### src/rtl/core/twb_pkg.sv
// ----------------------------------------------------------------------------
// twb_pkg
// Shared types, gains and helper functions of the balance controller core.
// ----------------------------------------------------------------------------
`default_nettype none

package twb_pkg;

    // Input item: one sensor sample
    typedef struct packed {
        logic signed [10:0] gyro_rate;
        logic signed [31:0] left_count;
        logic signed [31:0] right_count;
        logic        [31:0] time_ms;
    } meas_t;

    // Result item: motor powers and fall flag
    typedef struct packed {
        logic signed [7:0] pwr_left;
        logic signed [7:0] pwr_right;
        logic              fallen;
    } motor_t;

    // Configuration register indexes
    typedef enum logic [1:0] {
        CFG_INIT_OFF = 2'd0,
        CFG_DRIVE    = 2'd1,
        CFG_STEER    = 2'd2,
        CFG_TIMEOUT  = 2'd3
    } cfg_idx_t;

    localparam int CFG_W     = 26;
    localparam int DEN_W     = 42;   // widest divisor: tick count times 1000
    localparam int DIV_STEPS = 31;   // quotient bits below the saturation point

    localparam logic [31:0]        INIT_INTERVAL_Q = 32'd918;    // 0.014 s
    localparam logic signed [31:0] TILT_INIT       = -32'sd16384; // -0.25 deg
    localparam logic [15:0]        TIMEOUT_RST     = 16'd1000;
    localparam logic [31:0]        TICK_MAX        = 32'hFFFF_FFFF;

    localparam logic signed [22:0] K_EMA    = 23'sd2147484;   // 0.0005 in Q0.32
    localparam logic signed [17:0] K_GSPEED = 18'sd75366;     // 1.15
    localparam logic signed [20:0] K_GANGLE = 21'sd491520;    // 7.5
    localparam logic signed [13:0] K_POS    = 14'sd4588;      // 0.07
    localparam logic signed [11:0] K_DRIVE  = -12'sd1311;     // -0.02
    localparam logic signed [13:0] K_WSPEED = 14'sd6554;      // 0.1

    // Datapath operations issued by the sequencer
    typedef enum logic [4:0] {
        OP_NONE,
        OP_TICK,
        OP_IV_CHK,
        OP_DIV,
        OP_IV_SET,
        OP_OFF_MUL,
        OP_OFF_ADD,
        OP_GS,
        OP_TILT_MUL,
        OP_TILT_ADD,
        OP_WHEEL,
        OP_WSUM,
        OP_WS_CHK,
        OP_WS_SET,
        OP_DRV_MUL,
        OP_POS_DRV,
        OP_ACC_GS,
        OP_ACC_TILT,
        OP_ACC_POS,
        OP_ACC_WS,
        OP_ACC_END,
        OP_POWER,
        OP_FALL_CHK,
        OP_STR_MUL,
        OP_STR_ADD,
        OP_STEER,
        OP_RESULT,
        OP_RES_FALL
    } op_t;

    typedef struct packed {
        logic load;   // latch the accepted item
        op_t  op;
    } twb_cmd_t;

    typedef struct packed {
        logic fallen;
        logic iv_sat;
        logic div_last;
        logic wsum_last;
        logic ws_skip;
        logic timed_out;
        logic first;
    } twb_stat_t;

    function automatic logic signed [31:0] sat32(input logic signed [65:0] x);
        logic signed [31:0] r;
        if (x > 66'sd2147483647)
            r = 32'sh7FFF_FFFF;
        else if (x < -66'sd2147483648)
            r = 32'sh8000_0000;
        else
            r = x[31:0];
        return r;
    endfunction

    function automatic logic signed [47:0] sat48(input logic signed [65:0] x);
        logic signed [47:0] r;
        if (x > 66'sd140737488355327)
            r = 48'sh7FFF_FFFF_FFFF;
        else if (x < -66'sd140737488355328)
            r = 48'sh8000_0000_0000;
        else
            r = x[47:0];
        return r;
    endfunction

    function automatic logic signed [7:0] sat_pwr(input logic signed [33:0] x);
        logic signed [7:0] r;
        if (x > 34'sd100)
            r = 8'sd100;
        else if (x < -34'sd100)
            r = -8'sd100;
        else
            r = x[7:0];
        return r;
    endfunction

endpackage

`default_nettype wire

### src/rtl/core/twb_ctrl.sv
// ----------------------------------------------------------------------------
// twb_ctrl
// Sequencer: walks the datapath through the steps of one control tick.
// ----------------------------------------------------------------------------
`default_nettype none

module twb_ctrl
    import twb_pkg::*;
(
    input  wire logic      clk,
    input  wire logic      rst_n,
    input  wire logic      meas_valid,
    input  wire logic      motor_ready,
    input  wire twb_stat_t stat,
    output twb_cmd_t       cmd,
    output logic           meas_ready,
    output logic           motor_valid
);

    typedef enum logic [4:0] {
        ST_IDLE,
        ST_CHECK,
        ST_TICK,
        ST_IV_CHK,
        ST_IV_DIV,
        ST_IV_SET,
        ST_OFF_MUL,
        ST_OFF_ADD,
        ST_GS,
        ST_TILT_MUL,
        ST_TILT_ADD,
        ST_WHEEL,
        ST_WSUM,
        ST_WS_CHK,
        ST_WS_DIV,
        ST_WS_SET,
        ST_DRV_MUL,
        ST_POS_DRV,
        ST_ACC_GS,
        ST_ACC_TILT,
        ST_ACC_POS,
        ST_ACC_WS,
        ST_ACC_END,
        ST_POWER,
        ST_FALL_CHK,
        ST_STR_MUL,
        ST_STR_ADD,
        ST_STEER,
        ST_RESULT,
        ST_RES_FALL
    } state_t;

    state_t state_reg, state_next;
    logic   out_valid_reg, out_valid_next;
    logic   out_free;

    assign out_free    = !out_valid_reg || motor_ready;
    assign meas_ready  = (state_reg == ST_IDLE);
    assign motor_valid = out_valid_reg;

    always_comb
    begin
        state_next = state_reg;
        cmd.load   = 1'b0;
        cmd.op     = OP_NONE;
        case (state_reg)
            ST_IDLE:
            begin
                cmd.load = meas_valid;
                if (meas_valid)
                    state_next = ST_CHECK;
            end
            ST_CHECK:    state_next = stat.fallen ? ST_RES_FALL : ST_TICK;
            ST_TICK:
            begin
                cmd.op     = OP_TICK;
                state_next = stat.first ? ST_OFF_MUL : ST_IV_CHK;
            end
            ST_IV_CHK:
            begin
                cmd.op     = OP_IV_CHK;
                state_next = stat.iv_sat ? ST_OFF_MUL : ST_IV_DIV;
            end
            ST_IV_DIV:
            begin
                cmd.op = OP_DIV;
                if (stat.div_last)
                    state_next = ST_IV_SET;
            end
            ST_IV_SET:
            begin
                cmd.op     = OP_IV_SET;
                state_next = ST_OFF_MUL;
            end
            ST_OFF_MUL:
            begin
                cmd.op     = OP_OFF_MUL;
                state_next = ST_OFF_ADD;
            end
            ST_OFF_ADD:
            begin
                cmd.op     = OP_OFF_ADD;
                state_next = ST_GS;
            end
            ST_GS:
            begin
                cmd.op     = OP_GS;
                state_next = ST_TILT_MUL;
            end
            ST_TILT_MUL:
            begin
                cmd.op     = OP_TILT_MUL;
                state_next = ST_TILT_ADD;
            end
            ST_TILT_ADD:
            begin
                cmd.op     = OP_TILT_ADD;
                state_next = ST_WHEEL;
            end
            ST_WHEEL:
            begin
                cmd.op     = OP_WHEEL;
                state_next = ST_WSUM;
            end
            ST_WSUM:
            begin
                cmd.op = OP_WSUM;
                if (stat.wsum_last)
                    state_next = ST_WS_CHK;
            end
            ST_WS_CHK:
            begin
                cmd.op     = OP_WS_CHK;
                state_next = stat.ws_skip ? ST_DRV_MUL : ST_WS_DIV;
            end
            ST_WS_DIV:
            begin
                cmd.op = OP_DIV;
                if (stat.div_last)
                    state_next = ST_WS_SET;
            end
            ST_WS_SET:
            begin
                cmd.op     = OP_WS_SET;
                state_next = ST_DRV_MUL;
            end
            ST_DRV_MUL:
            begin
                cmd.op     = OP_DRV_MUL;
                state_next = ST_POS_DRV;
            end
            ST_POS_DRV:
            begin
                cmd.op     = OP_POS_DRV;
                state_next = ST_ACC_GS;
            end
            ST_ACC_GS:
            begin
                cmd.op     = OP_ACC_GS;
                state_next = ST_ACC_TILT;
            end
            ST_ACC_TILT:
            begin
                cmd.op     = OP_ACC_TILT;
                state_next = ST_ACC_POS;
            end
            ST_ACC_POS:
            begin
                cmd.op     = OP_ACC_POS;
                state_next = ST_ACC_WS;
            end
            ST_ACC_WS:
            begin
                cmd.op     = OP_ACC_WS;
                state_next = ST_ACC_END;
            end
            ST_ACC_END:
            begin
                cmd.op     = OP_ACC_END;
                state_next = ST_POWER;
            end
            ST_POWER:
            begin
                cmd.op     = OP_POWER;
                state_next = ST_FALL_CHK;
            end
            ST_FALL_CHK:
            begin
                cmd.op     = OP_FALL_CHK;
                state_next = stat.timed_out ? ST_RES_FALL : ST_STR_MUL;
            end
            ST_STR_MUL:
            begin
                cmd.op     = OP_STR_MUL;
                state_next = ST_STR_ADD;
            end
            ST_STR_ADD:
            begin
                cmd.op     = OP_STR_ADD;
                state_next = ST_STEER;
            end
            ST_STEER:
            begin
                cmd.op     = OP_STEER;
                state_next = ST_RESULT;
            end
            ST_RESULT:
            begin
                if (out_free)
                begin
                    cmd.op     = OP_RESULT;
                    state_next = ST_IDLE;
                end
            end
            ST_RES_FALL:
            begin
                if (out_free)
                begin
                    cmd.op     = OP_RES_FALL;
                    state_next = ST_IDLE;
                end
            end
            default:     state_next = ST_IDLE;
        endcase
    end

    always_comb
    begin
        out_valid_next = out_valid_reg && !motor_ready;
        if (cmd.op == OP_RESULT || cmd.op == OP_RES_FALL)
            out_valid_next = 1'b1;
    end

    always_ff @(posedge clk or negedge rst_n)
    begin
        if (!rst_n)
        begin
            state_reg     <= ST_IDLE;
            out_valid_reg <= 1'b0;
        end
        else
        begin
            state_reg     <= state_next;
            out_valid_reg <= out_valid_next;
        end
    end

endmodule

`default_nettype wire

### config.mk
export PLATFORM = sky130hd
export DESIGN_NAME = twb_ctrl
export DESIGN_NICKNAME = d
export VERILOG_FILES = /design/src/rtl/core/twb_pkg.sv /design/src/rtl/core/twb_ctrl.sv
export SDC_FILE = /design/constraint.sdc
export NUM_CORES = 1
export LEC_CHECK = 0
export BUFFER_PORTS_ARGS = -buffer_cell sky130_fd_sc_hd__buf_2
export CORE_AREA = 2 2 53 55
export DETAILED_ROUTE_END_ITERATION = 10
export DIE_AREA = 0 0 55 57
export GPL_ROUTABILITY_DRIVEN = 0
export PLACE_DENSITY = 0.47
export SYNTH_ARGS = -nofsm -noshare
export SYNTH_HDL_FRONTEND = slang
export SYNTH_SLANG_ARGS = --single-unit
export TNS_END_PERCENT = 1
### constraint.sdc
create_clock -name clk -period 3.1 [get_ports clk]
set_clock_uncertainty 0.15 [all_clocks]
set_input_delay 0 -clock clk [delete_from_list [all_inputs] [get_ports clk]]
set_output_delay 0 -clock clk [all_outputs]
set_load 0.05 [all_outputs]
# After elaboration in Yosys (flattened, before gate mapping)
# Cells that the tools add are included.
# word_totals
register_bits	6
output_inout_bits	8
word_cells	63
# classes
n_eq_ne	36
mux	16
n_reduce_logical	9
# op_table
op	count
5-bit one-hot mux with 29 select lines	1
5-bit one-hot mux with 27 select lines	1
5-bit equality test (second input constant)	16
5-bit 2-to-1 mux	9
5-bit by 4-bit equality test with 1-bit output (second input constant)	8
5-bit by 3-bit equality test with 1-bit output (second input constant)	4
5-bit by 2-bit equality test with 1-bit output (second input constant)	2
2-bit != test (second input constant)	4
3-bit 2-to-1 mux	2
5-bit by 1-bit equality test with 1-bit output (second input constant)	1
5-bit zero test	1
5-bit AND reduction	1
2-bit OR reduction	2
1-bit zero test	2
1-bit logical OR	2
1-bit 2-to-1 mux	2
2-bit 2-to-1 mux	1
2-bit by 1-bit != test with 1-bit output (second input constant)	1
1-bit logical AND	1

# Longest topological paths before layout
# depth
depth_word	7
depth_mapped	7

# Worst setup path after synthesis
# Ideal clock, no wire load.
# synth_path
kind	register -> output
startpoint	register out_valid_reg (netlist: motor_valid)
endpoint	output port cmd[3] (netlist name)
t_arrival_ps	2056
required_ps	2950
setup_slack_ps	894
path_stages_with_launch	5
n_path_buf	0
path_cell_list	dfrtp_1 -> nor2b_1 -> nand2_1 -> a31oi_1 -> o21ai_0
# synth_rtl
item	line_no	source
start: declaration	twb_ctrl.sv:54	logic out_valid_reg, out_valid_next;
start signal: assignment	twb_ctrl.sv:244	out_valid_reg <= out_valid_next;
end: declaration	twb_ctrl.sv:15	output twb_cmd_t cmd,

==> results.md <==
- Max reg flops: 5
- Met1 Resource Use GR: 20.5%
- Num ports: 19
- Post-synth cell types: 39
- # diodes: 0
- Total GRT Usage: 14.8%
- H-tree depth reported by CTS: 1
- Layout Nets: 132
- Async S/R FF share, synth: 100%
- CTS tree: yes
- Mapped Nets: about 120
- Commonest non-fill, non-tap cell in the layout: buf_2
- GRT Residual Overflow: 0
- Vias in the first global route: 760
- Hold Slack: 0.0550 ns
- Multi-input logic area: 509 um2
- First-pass GRT wire length: 3450 um
- Starting DRT DRC Count: 26
- Arr. time, crit path: 1.96 ns
- IO Port Bufs: 18
- Met3 Use GR: 2.36%
- Min-Delay Path Class: input port to flip-flop
- Chip height: 57 um
- Min cycle time layout: 2.11 ns
- Register area share after synthesis: between 20 and 25%
- Number of synthesized register bits: 6
- Die X: 55 um
- Mapped Cells: ~110
- Starting Density: 28.2%
- Reg area: 150 um2
- GRT busiest layer: met2
- Post-route antenna net violation count: 0
- Area Overhead vs Synth: 16.6%
- DR pass1 iterations: 4
- Crit Path Class: flip-flop to output pin
- Routed vias/inst: 5.51
- Dpl hpwl: 1490 um
- DRT Wirelength: 2100 um
- CTS buffer count: 3
- Synth top area cells: dfrtp_1, nand2_1, a21oi_1
- Worst-path fanout max: 18
- Skew-Pair Late Insertion Delay: 0.24 ns
- Crit. End Element: output pin
- DRC viols: 0
- Final worst-path cycle share: 68.2%
- Synth area leader: dfrtp_1
- CTS max path bufs: 2
- CTS Sinks: 6
- Most frequent cells in the layout: buf_2, nand2_1, a21oi_1
- Fillers: 304
- Total Neg Setup Slack: 0 ns
- Met2 Use GR: 24.1%
- Routed length per instance: ~14 um
- Die ar.: 0.00314 mm2
- CTS root buf: clkbuf_4
- Fin. Hold Viols: 0
- Yosys top cell area share: 20.4%
- Final Max Tran Viols: 0
- Slew @ Worst Pin: 0.573 ns
- Slew margin rel.: 61.8%
- Syn Std Cell Area: ~740 um2
- Syn avg cell area: 7.02 um2
- Antenna violations before repair: 0
- F_max: 0.473 GHz
- Synth Warn #: 0
- Ys flop type: dfrtp_1
- Reg clk slew, reported paths: 0.05 ns
- WP data required: 2.95 ns
- RSZ-0062 raised after global routing: no
- EDFF count, synth: 0
- Post-cts sizing count: 0
- Startpoint types: flip-flop
- Core ar.: 0.00262 mm2
- Status: finished, final reports clean
- Routed vias: 826
- # setup viols final: 0
- Max Cap Viol: 0
- Largest net degree at the start of global routing: 20
- Layout cells sized above 1: 22.7%
- Cell row count: 19
[layout make-up]
class	count	area share (%)
tap	31	4.51
clock buffer	3	2.62
inverter	5	2.18
sequential	6	17.5
multi-input combinational	84	59.2
timing repair buffer	21	14.0
[per-stage QoR]
step / setup WS (ns) / cells / util, % / instance area (um2)
after floorplan: 0.894 / 105 / - / 737
after global placement: 1.17 / 144 / 30.9 / 807
after detailed placement: 1.13 / 144 / 30.9 / 807
after CTS: 1.01 / 150 / 32.9 / 860
after global routing: 0.783 / 150 / 32.9 / 860
final: 0.987 / 150 / 32.9 / 860
[cell usage after synthesis (2+ instances only)]
library cell and n:
nor2_1 7, a32oi_1 2, buf_2 5, nand3_1 3, o21ai_0 7, and4b_1 2
nor2b_1 4, a31oi_1 5, nor4b_1 2, dfrtp_1 6, inv_1 5, o21ai_1 2
clkbuf_1 2, o22a_1 2, a21oi_1 11, nand2_1 15, buf_4 2, o22ai_1 2
[metal layers]
layer | vias up | share of wire (%)
li1 | 414 | -
met1 | 373 | 46
met2 | 37 | 47
met3 | 2 | 6.2
met4 | 0 | 0.57
met5 | - | 0
[worst max-delay path, cell delays in order (launching register included)]
cell and delay [ns]:
dfrtp_1 0.68, inv_1 0.29, nand2_1 0.20, o21ai_0 0.10, a31oi_1 0.14, o21ai_0 0.09, buf_2 0.21
[worst paths after layout]
kind / startpoint / slack [ns] / to / depth (start not counted)
max: state_reg[4]$_DFFE_PN0P_ / 0.99 / cmd[3] / 6
min: stat[0] / 0.05 / state_reg[0]$_DFFE_PN0P_ / 4
max reg2reg: state_reg[2]$_DFFE_PN0P_ / 1.11 / state_reg[2]$_DFFE_PN0P_ / 5
min reg2reg: state_reg[0]$_DFFE_PN0P_ / 0.66 / state_reg[0]$_DFFE_PN0P_ / 2
max in group asynchronous: rst_n / 2.04 / state_reg[1]$_DFFE_PN0P_ / 3
min in group asynchronous: rst_n / 0.54 / motor_valid$_DFF_PN0_ / 3
[cell families (layout without fill, tap and decap cells)]
logic type	count (synthesis)	count (layout)	share of synthesized area, %
AOI/OAI and AO/OA	42	42	38.5
xor gates and xnor gates	1	1	1.19
buffers and inverters	15	29	10.5
DFF	6	6	20.4
muxes	1	1	1.36
and+or+nand+nor	40	40	28.0
[what timing repair did]
item                      4_1_cts  5_1_grt
buffers inserted                0        0
hold buffers                    3        0
hold endpoints to repair        7        0
Power is not shown: default switching activity piles up to over one toggle a cycle in this logic, so the estimate is an artifact.
